[config.mk]
export PLATFORM = sky130hd
export DESIGN_NAME = pcm_depth_converter_dither_flat
export DESIGN_NICKNAME = d
export VERILOG_FILES = /design/src/pdc_pkg.sv /design/src/pdc_ifs.sv /design/src/pdc_datapath.sv /design/src/pdc_ctrl.sv /design/src/pcm_depth_converter_dither.sv /design/src/flat_wrapper.sv
export VERILOG_INCLUDE_DIRS = /design/src /design/src/src
export SDC_FILE = /design/constraint.sdc
export NUM_CORES = 1
export LEC_CHECK = 0
export ABC_CLOCK_PERIOD_IN_PS = 9100
export BUFFER_PORTS_ARGS = -buffer_cell sky130_fd_sc_hd__buf_2
export CAP_MARGIN = 10
export CORE_UTILIZATION = 45
export CTS_CLUSTER_SIZE = 14
export DETAILED_ROUTE_END_ITERATION = 12
export MAX_ROUTING_LAYER = met4
export PLACE_DENSITY_LB_ADDON = 0.1
export SYNTH_ARGS = -nofsm -noshare
export SYNTH_HDL_FRONTEND = slang
export SYNTH_SLANG_ARGS = --single-unit
[constraint.sdc]
create_clock -name i_clk -period 9.1 [get_ports i_clk]
set_clock_uncertainty 0.05 [all_clocks]
set_input_delay 0.91 -clock i_clk [delete_from_list [all_inputs] [get_ports i_clk]]
set_output_delay 0.91 -clock i_clk [all_outputs]
set_load 0.02 [all_outputs]
[src/assert_macros.svh]
// ----------------------------------------------------------------------------
// assert_macros.svh
// shared assertion macros, clocked on i_clk of the including module
// ----------------------------------------------------------------------------
`ifndef ASSERT_MACROS_SVH
`define ASSERT_MACROS_SVH

// checked only while out of reset
`define PDC_ASSERT(lbl, prop, msg) \
    lbl: assert property (@(posedge i_clk) disable iff (!i_rst_n) (prop)) else $error(msg);

// checked on every edge, reset included
`define PDC_ASSERT_ALWAYS(lbl, prop, msg) \
    lbl: assert property (@(posedge i_clk) (prop)) else $error(msg);

`endif

[src/pdc_pkg.sv]
// ----------------------------------------------------------------------------
// pdc_pkg
// types, constants and helpers of the pcm depth converter
// ----------------------------------------------------------------------------
package pdc_pkg;

    localparam int SampleW = 32;
    localparam int WideW   = 34;
    localparam int CfgIdxW = 2;
    localparam int CfgDatW = 3;

    localparam logic [CfgIdxW-1:0] RegInBytes  = 2'd0;
    localparam logic [CfgIdxW-1:0] RegOutBytes = 2'd1;
    localparam logic [CfgIdxW-1:0] RegDither   = 2'd2;

    localparam logic [31:0] LcgMul = 32'd1664525;
    localparam logic [31:0] LcgAdd = 32'd1013904223;

    typedef logic signed [WideW-1:0] t_wide;
    typedef logic [1:0]              t_bcode;  // byte count minus one

    typedef enum logic [2:0] {
        S_IDLE,
        S_STEP1,
        S_STEP2,
        S_SUM,
        S_DONE
    } t_state;

    typedef enum logic [1:0] {
        M_EQUAL,
        M_WIDEN,
        M_SHIFT,
        M_DITHER
    } t_mode;

    typedef struct packed {
        logic load;
        logic step1;
        logic step2;
        logic sum;
        logic out_load;
    } t_cmd;

    typedef struct packed {
        logic dither;
    } t_stat;

    // saturate byte count to 1..4, return count minus one
    function automatic t_bcode bytes_code(input logic [CfgDatW-1:0] n);
        t_bcode c;
        case (n)
            3'd0, 3'd1: c = 2'd0;
            3'd2:       c = 2'd1;
            3'd3:       c = 2'd2;
            default:    c = 2'd3;
        endcase
        return c;
    endfunction

    function automatic t_wide sign_ext(input logic [SampleW-1:0] s, input t_bcode cin);
        t_wide v;
        case (cin)
            2'd0:    v = {{26{s[7]}}, s[7:0]};
            2'd1:    v = {{18{s[15]}}, s[15:0]};
            2'd2:    v = {{10{s[23]}}, s[23:0]};
            default: v = {{2{s[31]}}, s};
        endcase
        return v;
    endfunction

    function automatic t_wide half_of(input t_bcode sd);
        t_wide v;
        case (sd)
            2'd1:    v = 34'sd128;
            2'd2:    v = 34'sd32768;
            2'd3:    v = 34'sd8388608;
            default: v = 34'sd0;
        endcase
        return v;
    endfunction

    // 2^31 - step - half: magnitudes above this overflow after rounding
    function automatic t_wide thr_of(input t_bcode sd);
        t_wide v;
        case (sd)
            2'd1:    v = 34'sd2147483264;
            2'd2:    v = 34'sd2147385344;
            2'd3:    v = 34'sd2122317824;
            default: v = 34'sd2147483647;
        endcase
        return v;
    endfunction

    function automatic t_wide low_mask(input t_bcode sd);
        t_wide v;
        case (sd)
            2'd1:    v = 34'sd255;
            2'd2:    v = 34'sd65535;
            2'd3:    v = 34'sd16777215;
            default: v = 34'sd0;
        endcase
        return v;
    endfunction

    // top 8*sd bits of a generator word
    function automatic t_wide top_bits(input logic [31:0] x, input t_bcode sd);
        t_wide v;
        case (sd)
            2'd1:    v = {26'd0, x[31:24]};
            2'd2:    v = {18'd0, x[31:16]};
            2'd3:    v = {10'd0, x[31:8]};
            default: v = '0;
        endcase
        return v;
    endfunction

    function automatic logic [SampleW-1:0] out_mask(input t_bcode cout);
        logic [SampleW-1:0] m;
        case (cout)
            2'd0:    m = 32'h0000_00FF;
            2'd1:    m = 32'h0000_FFFF;
            2'd2:    m = 32'h00FF_FFFF;
            default: m = 32'hFFFF_FFFF;
        endcase
        return m;
    endfunction

endpackage

[src/pdc_ifs.sv]
// ----------------------------------------------------------------------------
// pdc_ifs
// valid/ready channels of the pcm depth converter
// ----------------------------------------------------------------------------
interface pdc_in_if;
    import pdc_pkg::*;
    logic               valid;
    logic               ready;
    logic [SampleW-1:0] in_sample;
    logic               end_of_buffer;
    modport source (output valid, output in_sample, output end_of_buffer, input ready);
    modport sink   (input valid, input in_sample, input end_of_buffer, output ready);
endinterface

interface pdc_out_if;
    import pdc_pkg::*;
    logic               valid;
    logic               ready;
    logic [SampleW-1:0] out_sample;
    logic               end_of_buffer_out;
    modport source (output valid, output out_sample, output end_of_buffer_out, input ready);
    modport sink   (input valid, input out_sample, input end_of_buffer_out, output ready);
endinterface

interface pdc_cfg_if;
    import pdc_pkg::*;
    logic               valid;
    logic               ready;
    logic [CfgIdxW-1:0] index;
    logic [CfgDatW-1:0] data;
    modport source (output valid, output index, output data, input ready);
    modport sink   (input valid, input index, input data, output ready);
endinterface

[src/pdc_datapath.sv]
// ----------------------------------------------------------------------------
// pdc_datapath
// config registers, dither generator and sample arithmetic
// ----------------------------------------------------------------------------
`include "assert_macros.svh"

module pdc_datapath (
    input  logic                           i_clk,
    input  logic                           i_rst_n,
    input  pdc_pkg::t_cmd                  i_cmd,
    output pdc_pkg::t_stat                 o_stat,
    input  logic                           i_cfg_we,
    input  logic [pdc_pkg::CfgIdxW-1:0]    i_cfg_index,
    input  logic [pdc_pkg::CfgDatW-1:0]    i_cfg_data,
    input  logic [pdc_pkg::SampleW-1:0]    i_in_sample,
    input  logic                           i_end_of_buffer,
    output logic [pdc_pkg::SampleW-1:0]    o_out_sample,
    output logic                           o_end_of_buffer_out
);
    import pdc_pkg::*;

    logic [CfgDatW-1:0] r_in_bytes;
    logic [CfgDatW-1:0] r_out_bytes;
    logic               r_dither_en;
    logic [31:0]        r_lcg;

    t_wide  r_x;
    t_wide  r_v;
    t_wide  r_acc;
    logic   r_ovf;
    logic   r_eob;
    t_mode  r_mode;
    t_bcode r_sd;
    t_bcode r_cout;

    logic [SampleW-1:0] r_out;
    logic               r_out_eob;

    t_bcode      w_cin;
    t_bcode      w_cout;
    logic [31:0] w_lcg_next;
    t_wide       w_op;
    t_wide       w_q;
    t_wide       w_y;
    logic [4:0]  w_shamt;

    assign w_cin  = bytes_code(r_in_bytes);
    assign w_cout = bytes_code(r_out_bytes);
    assign o_stat.dither = r_dither_en && (w_cin > w_cout);

    // one multiply-add per cycle
    assign w_lcg_next = r_lcg * LcgMul + LcgAdd;

    always_ff @(posedge i_clk) begin
        if (!i_rst_n) begin
            r_in_bytes  <= 3'd2;
            r_out_bytes <= 3'd2;
            r_dither_en <= 1'b1;
        end else if (i_cfg_we) begin
            case (i_cfg_index)
                RegInBytes:  r_in_bytes  <= i_cfg_data;
                RegOutBytes: r_out_bytes <= i_cfg_data;
                RegDither:   r_dither_en <= i_cfg_data[0];
                default:     ;
            endcase
        end
    end

    always_ff @(posedge i_clk) begin
        if (!i_rst_n) begin
            r_lcg <= '0;
        end else if (i_cmd.step1 || i_cmd.step2) begin
            r_lcg <= w_lcg_next;
        end
    end

    always_ff @(posedge i_clk) begin
        if (i_cmd.load) begin
            r_x    <= sign_ext(i_in_sample, w_cin);
            r_eob  <= i_end_of_buffer;
            r_cout <= w_cout;
            r_sd   <= (w_cin > w_cout) ? (w_cin - w_cout) : (w_cout - w_cin);
            if (w_cin == w_cout) begin
                r_mode <= M_EQUAL;
            end else if (w_cin < w_cout) begin
                r_mode <= M_WIDEN;
            end else if (r_dither_en) begin
                r_mode <= M_DITHER;
            end else begin
                r_mode <= M_SHIFT;
            end
        end
        if (i_cmd.step1) begin
            // round magnitude by half a step, zero counts as non-positive
            r_v   <= (r_x > 0) ? (r_x + half_of(r_sd)) : (r_x - half_of(r_sd));
            r_ovf <= (r_x > thr_of(r_sd)) || (r_x < -thr_of(r_sd));
        end
        if (i_cmd.step2) begin
            // r_lcg holds the first generator word here
            r_acc <= r_v + top_bits(r_lcg, r_sd);
        end
        if (i_cmd.sum) begin
            // r_lcg holds the second generator word here
            r_acc <= r_ovf ? r_x : (r_acc - top_bits(r_lcg, r_sd));
        end
        if (i_cmd.out_load) begin
            r_out     <= w_y[SampleW-1:0] & out_mask(r_cout);
            r_out_eob <= r_eob;
        end
    end

    assign w_shamt = {r_sd, 3'b000};
    assign w_op    = (r_mode == M_DITHER) ? r_acc : r_x;
    assign w_q     = w_op >>> w_shamt;

    always_comb begin
        case (r_mode)
            M_EQUAL:  w_y = r_x;
            M_WIDEN:  w_y = r_x << w_shamt;
            M_SHIFT:  w_y = w_q;
            M_DITHER: begin
                // truncate toward zero
                if (w_op[WideW-1] && ((w_op & low_mask(r_sd)) != '0)) begin
                    w_y = w_q + 34'sd1;
                end else begin
                    w_y = w_q;
                end
            end
            default:  w_y = r_x;
        endcase
    end

    assign o_out_sample        = r_out;
    assign o_end_of_buffer_out = r_out_eob;

    `PDC_ASSERT(a_lcg_hold, !(i_cmd.step1 || i_cmd.step2) |=> $stable(r_lcg), "generator moved outside a dither step")

endmodule

[src/pdc_ctrl.sv]
// ----------------------------------------------------------------------------
// pdc_ctrl
// sequencer for one sample and the output register's valid flag
// ----------------------------------------------------------------------------
`include "assert_macros.svh"

module pdc_ctrl (
    input  logic           i_clk,
    input  logic           i_rst_n,
    input  logic           i_in_valid,
    output logic           o_in_ready,
    output logic           o_out_valid,
    input  logic           i_out_ready,
    input  pdc_pkg::t_stat i_stat,
    output pdc_pkg::t_cmd  o_cmd
);
    import pdc_pkg::*;

    t_state r_state;
    t_state n_state;
    logic   r_out_valid;
    logic   n_out_valid;
    logic   w_out_free;
    logic   w_dith_go;

    assign w_out_free = !r_out_valid || i_out_ready;
    assign w_dith_go  = o_cmd.load && i_stat.dither;

    always_ff @(posedge i_clk) begin
        if (!i_rst_n) begin
            r_state     <= S_IDLE;
            r_out_valid <= 1'b0;
        end else begin
            r_state     <= n_state;
            r_out_valid <= n_out_valid;
        end
    end

    always_comb begin
        n_state     = r_state;
        o_cmd       = '0;
        o_in_ready  = 1'b0;
        n_out_valid = r_out_valid && !i_out_ready;
        case (r_state)
            S_IDLE: begin
                // no beat is taken while reset is held
                o_in_ready = i_rst_n;
                if (i_in_valid && i_rst_n) begin
                    o_cmd.load = 1'b1;
                    n_state    = i_stat.dither ? S_STEP1 : S_DONE;
                end
            end
            S_STEP1: begin
                o_cmd.step1 = 1'b1;
                n_state     = S_STEP2;
            end
            S_STEP2: begin
                o_cmd.step2 = 1'b1;
                n_state     = S_SUM;
            end
            S_SUM: begin
                o_cmd.sum = 1'b1;
                n_state   = S_DONE;
            end
            S_DONE: begin
                if (w_out_free) begin
                    o_cmd.out_load = 1'b1;
                    n_out_valid    = 1'b1;
                    n_state        = S_IDLE;
                end
            end
            default: n_state = S_IDLE;
        endcase
    end

    assign o_out_valid = r_out_valid;

    `PDC_ASSERT(a_no_overwrite, o_cmd.out_load |-> w_out_free, "result overwritten before taken")
    `PDC_ASSERT(a_dither_len, w_dith_go |-> ##4 (r_state == S_DONE), "dither run length wrong")
    `PDC_ASSERT(a_valid_src, $rose(r_out_valid) |-> $past(r_state) == S_DONE, "stray result")

endmodule

[src/pcm_depth_converter_dither.sv]
// path: a sample is accepted in IDLE and DONE loads the output register; dithered narrowing
// also passes STEP1, STEP2 and SUM; a new sample is taken only in IDLE, one at a time
// the dither path uses the shared lcg multiply-add (two steps) plus round and sum
// a stalled output holds the sequencer in DONE; the next sample is taken while a result waits
// reset: in_bytes 2, out_bytes 2, dither on, generator zero, output register empty
// ----------------------------------------------------------------------------
// pcm_depth_converter_dither
// top level: converts signed pcm samples between 1..4 byte widths with
// optional triangular dither on narrowing
// ----------------------------------------------------------------------------
module pcm_depth_converter_dither (
    input  logic          i_clk,
    input  logic          i_rst_n,
    pdc_in_if.sink        i_in,
    pdc_out_if.source     o_out,
    pdc_cfg_if.sink       i_cfg
);
    import pdc_pkg::*;

    t_cmd  w_cmd;
    t_stat w_stat;

    // config writes never stall outside reset
    assign i_cfg.ready = i_rst_n;

    // controller: sequences one sample and owns the output beat's valid
    pdc_ctrl u_ctrl (
        .i_clk       (i_clk),
        .i_rst_n     (i_rst_n),
        .i_in_valid  (i_in.valid),
        .o_in_ready  (i_in.ready),
        .o_out_valid (o_out.valid),
        .i_out_ready (o_out.ready),
        .i_stat      (w_stat),
        .o_cmd       (w_cmd)
    );

    // datapath: config, dither generator, rounding and the output register payload
    pdc_datapath u_datapath (
        .i_clk               (i_clk),
        .i_rst_n             (i_rst_n),
        .i_cmd               (w_cmd),
        .o_stat              (w_stat),
        .i_cfg_we            (i_cfg.valid),
        .i_cfg_index         (i_cfg.index),
        .i_cfg_data          (i_cfg.data),
        .i_in_sample         (i_in.in_sample),
        .i_end_of_buffer     (i_in.end_of_buffer),
        .o_out_sample        (o_out.out_sample),
        .o_end_of_buffer_out (o_out.end_of_buffer_out)
    );

endmodule

[src/flat_wrapper.sv]
// flat-port wrapper written by rule: the top's interface ports become plain ports
module pcm_depth_converter_dither_flat import pdc_pkg::*;
  (i_clk, i_rst_n, i_in_valid, i_in_in_sample, i_in_end_of_buffer, i_in_ready, o_out_valid, o_out_out_sample, o_out_end_of_buffer_out, o_out_ready, i_cfg_valid, i_cfg_index, i_cfg_data, i_cfg_ready);
  pdc_in_if i_in_i ();
  pdc_out_if o_out_i ();
  pdc_cfg_if i_cfg_i ();
  input  logic i_clk;
  input  logic i_rst_n;
  input wire logic [$bits(i_in_i.valid)-1:0] i_in_valid;
  input wire logic [$bits(i_in_i.in_sample)-1:0] i_in_in_sample;
  input wire logic [$bits(i_in_i.end_of_buffer)-1:0] i_in_end_of_buffer;
  output wire logic [$bits(i_in_i.ready)-1:0] i_in_ready;
  output wire logic [$bits(o_out_i.valid)-1:0] o_out_valid;
  output wire logic [$bits(o_out_i.out_sample)-1:0] o_out_out_sample;
  output wire logic [$bits(o_out_i.end_of_buffer_out)-1:0] o_out_end_of_buffer_out;
  input wire logic [$bits(o_out_i.ready)-1:0] o_out_ready;
  input wire logic [$bits(i_cfg_i.valid)-1:0] i_cfg_valid;
  input wire logic [$bits(i_cfg_i.index)-1:0] i_cfg_index;
  input wire logic [$bits(i_cfg_i.data)-1:0] i_cfg_data;
  output wire logic [$bits(i_cfg_i.ready)-1:0] i_cfg_ready;
  assign i_in_i.valid = i_in_valid;
  assign i_in_i.in_sample = i_in_in_sample;
  assign i_in_i.end_of_buffer = i_in_end_of_buffer;
  assign i_in_ready = i_in_i.ready;
  assign o_out_valid = o_out_i.valid;
  assign o_out_out_sample = o_out_i.out_sample;
  assign o_out_end_of_buffer_out = o_out_i.end_of_buffer_out;
  assign o_out_i.ready = o_out_ready;
  assign i_cfg_i.valid = i_cfg_valid;
  assign i_cfg_i.index = i_cfg_index;
  assign i_cfg_i.data = i_cfg_data;
  assign i_cfg_ready = i_cfg_i.ready;
  pcm_depth_converter_dither u_core (.i_clk(i_clk), .i_rst_n(i_rst_n), .i_in(i_in_i), .o_out(o_out_i), .i_cfg(i_cfg_i));
endmodule
==> qor.csv <==
stage,metric,value,unit
floorplan,die_area,49870,um2
worst_setup_path,crit_type,reg -> reg,
worst_setup_path,worstReg2RegEnd,u_core.u_datapath.r_lcg[29],
placement,pre_cts_slack,1.890,ns
global_route,grt_start_max_net_pins,59,
clocking,clkLatencyLatePin,0.50,ns
worst_setup_path,worstPathRequired,9.48,ns
job,drv_cap,0,
sta,tightest_slew,1.135,ns
placement,gp_congestion,0.9441,
placement,dp.final_hpwl,52.87,mm
global_route,grt_antenna_before_repair,0,
synth,synth_edf_count,141,
finish,final_util,49.01,%
synth,avgSynthCellArea,9.173,um2
worst_setup_path,rr_worst_depth,23,
worst_setup_path,endpoint_kind,flip-flop,
synth,syn_area,22040,um2
worst_hold_path,hold_path_end,u_core.u_datapath.o_end_of_buffer_out,
synth,ys_ff_latch,184,
route,ant_nets,0,
sta,slew_viol_final,0,
floorplan,die_h,223.3,um
floorplan,coreArea,48050,um2
floorplan,die_x,223.3,um
worst_setup_path,regToRegStartpoint,u_core.u_datapath.r_lcg[1],
floorplan,rows,80,
route,vias_per_cell,5.806,
worst_setup_path,arrival,7.52,ns
placement,port_buffers,78,
sta,period_share,78.52,%
worst_hold_path,hold_path.class,reg -> reg,
clocking,cts_root_buf,clkbuf_16,
sta,setup_viol,0,
sta,hold_viol_final,0,
sta,tns,0,ns
route,drtPass1Iterations,6,
floorplan,io_pins,79,
global_route,grt_first_pass_wirelength,103.4,mm
synth,synth-async-reset-ratio,0,%
clocking,postCtsResizedCells,0,
worst_setup_path,cp_max_fo,11,
global_route,grt_pass1_vias,17570,
synth,yosysWarnings,0,
worst_hold_path,hp-start,u_core.u_datapath.r_eob,
clocking,clk_pin_slew_worst_paths,0.08,ns
finish,area.growth.synth_to_final,6.828,%
route,routed_wl,65.73,mm
finish,final_net_count,2896,
clocking,ctsHoldBuffers,0,
worst_setup_path,start_kind,flip-flop,
worst_hold_path,holdPathStages,0,
synth,synthFlopType,edfxtp_1,
finish,n_antenna_cell,0,
clocking,cts_tree,built,
worst_setup_path,r2r_slack,1.95,ns
sta,rsz0062_at_grt,no,
finish,drive_gt1_share,8.415,%
synth,syn_inst,2403,
run_status,status,"finished, final reports clean",
synth,yosysSeqAreaShare,23.11,%
sta,maxSlewHeadroom,24.36,%
sta,min_period,7.145,ns
clocking,cts_buffers,17,
clocking,cts_setup_buffers,0,
route,num_vias,17790,
global_route,grt_overflow,0,
route,wl_per_cell,21.46,um
route,drc,0,
clocking,cts_max_path_buffers,2,
synth,ys_types,88,
sta,layout_setup_ws,1.955,ns
global_route,grt_usage,28.05,%
sta,fmax,140.0,MHz
floorplan,initial_core_util,45.88,%
clocking,clock_sinks,184,
clocking,htreeDepth,4,
route,drt_iter0_drc,1463,
cell families (layout without fill, tap and decap cells):
logic type                 count (synthesis)  count (layout)  synth area share, %
muxes                                     79              79                4.808
adders and majority gates                418             418                28.49
buffers and inverters                    422             466                7.498
xor gates and xnor gates                 134             134                5.324
and+or+nand+nor                          608             608                14.12
AOI/OAI and AO/OA                        557             557                16.63
DFF                                      184             184                23.11
other                                      1               2              0.01701
cells in the mapped netlist, types with 8 or more instances:
cell / number / area (um2)
inv_1: 334 / 1254
ha_1: 278 / 3478
nand2_1: 193 / 724.4
edfxtp_1: 141 / 4234
fa_1: 140 / 2803
a21oi_1: 132 / 660.6
o21ai_0: 123 / 615.6
nor2_1: 102 / 382.9
xnor2_1: 78 / 683.2
clkbuf_1: 70 / 262.8
a21o_1: 66 / 495.5
xor2_1: 56 / 490.5
nand3_1: 54 / 270.3
mux2i_1: 53 / 530.5
dfxtp_1: 43 / 860.8
nor3_1: 42 / 210.2
a211oi_1: 39 / 292.8
nor2b_1: 31 / 193.9
and2_1: 29 / 181.4
a22oi_1: 23 / 172.7
o21a_1: 23 / 172.7
a31oi_1: 21 / 131.4
and3_1: 21 / 131.4
mux4_2: 21 / 473.0
nand2b_1: 20 / 125.1
or2_2: 17 / 106.4
or3_1: 16 / 100.1
nand4_1: 15 / 93.84
nor4_1: 14 / 87.58
a21boi_0: 13 / 97.59
o211ai_1: 13 / 97.59
nand3b_1: 10 / 75.07
o2111ai_1: 10 / 87.58
o21bai_1: 10 / 75.07
a22o_1: 8 / 70.07
and4_1: 8 / 70.07
o22ai_1: 8 / 50.05
worst max path at each step:
stage                     slack, ns                        from                          end
after floorplan                2.72  u_core.u_datapath.r_lcg[1]  u_core.u_datapath.r_lcg[29]
after global routing           1.42  u_core.u_datapath.r_lcg[1]  u_core.u_datapath.r_lcg[29]
after global placement         2.17  u_core.u_datapath.r_lcg[1]  u_core.u_datapath.r_lcg[29]
final                          1.95  u_core.u_datapath.r_lcg[1]  u_core.u_datapath.r_lcg[29]
after CTS                      1.89  u_core.u_datapath.r_lcg[1]  u_core.u_datapath.r_lcg[29]
after detailed placement       1.89  u_core.u_datapath.r_lcg[1]  u_core.u_datapath.r_lcg[29]
state kept, by name, indices dropped and copies added, names as in the netlist:
signal / cells
u_core.u_ctrl.o_out_valid: 1
u_core.u_ctrl.r_state: 3
u_core.u_datapath.o_end_of_buffer_out: 1
u_core.u_datapath.o_out_sample: 32
u_core.u_datapath.r_acc: 34
u_core.u_datapath.r_cout: 2
u_core.u_datapath.r_dither_en: 1
u_core.u_datapath.r_eob: 1
u_core.u_datapath.r_in_bytes: 3
u_core.u_datapath.r_lcg: 32
u_core.u_datapath.r_mode: 2
u_core.u_datapath.r_out_bytes: 3
u_core.u_datapath.r_ovf: 1
u_core.u_datapath.r_sd: 2
u_core.u_datapath.r_v: 34
u_core.u_datapath.r_x: 32
layer usage:
layer | wire [um] | vias up | track usage (%) | share of wire [%]
met2 | 28250 | 556 | 41.44 | 43
met4 | 997 | 0 | 6.518 | 1.5
met3 | 4375 | 72 | 4.320 | 6.7
met1 | 32110 | 8633 | 40.24 | 49
met5 | 0 | - | - | 0
li1 | - | 8524 | - | -
worst max-delay path: stages, from the launching register on:
cell and delay, ns:
dfxtp_1 0.60, inv_1 0.22, ha_1 0.38, xor2_1 0.51, inv_1 0.11, ha_1 0.20
a21o_1 0.17, fa_1 0.49, fa_1 0.55, inv_1 0.05, fa_1 0.53, inv_1 0.05
fa_1 0.54, inv_1 0.06, fa_1 0.52, inv_1 0.04, ha_1 0.38, o2111ai_1 0.13
a31oi_1 0.27, nor3_1 0.13, nor2_1 0.22, a31oi_1 0.14, or4b_2 0.65, nand3_1 0.08
cell usage in the layout (no fill, tap or decap), types with 16 or more instances in the layout:
master and instances:
inv_1 334, nand3_1 54, o21a_1 23, or3_1 16
and2_1 28, nor2_1 101, xnor2_1 78, dfxtp_1 43
a21o_1 66, buf_2 78, a22oi_1 23, a211oi_1 39
fa_1 140, nor3_1 42, or2_2 17, nand2_1 193
buf_4 20, xor2_1 56, nor2b_1 30, mux4_2 21
nand2b_1 20, edfxtp_1 141, clkbuf_16 17, mux2i_1 53
a31oi_1 21, a21oi_1 132, and3_1 21, ha_1 278
o21ai_0 123
layout make-up:
| cell class | count | area (um2) |
|---|---|---|
| clock buffer | 18 | 429.2 |
| clock inverter | 14 | 132.6 |
| fill | 4578 | 24500 |
| inverter | 336 | 1261 |
| multi-input combinational | 1798 | 15320 |
| sequential | 184 | 5095 |
| tap | 615 | 769.5 |
| timing repair buffer | 98 | 540.5 |
stage by stage:
| stage | instances | cell area (um2) | hold slack, ns |
|---|---|---|---|
| floorplan | 2404 | 22050 | 0.3503 |
| global placement | 3031 | 22990 | 0.3584 |
| detailed placement | 3031 | 22990 | 0.3565 |
| CTS | 3063 | 23550 | 0.3723 |
| global route | 3063 | 23550 | 0.3869 |
| finish | 3063 | 23550 | 0.3699 |
Power is left out: the tool's default activity adds up to more than one toggle a clock period on the data nets, which glitch-free logic cannot reach.
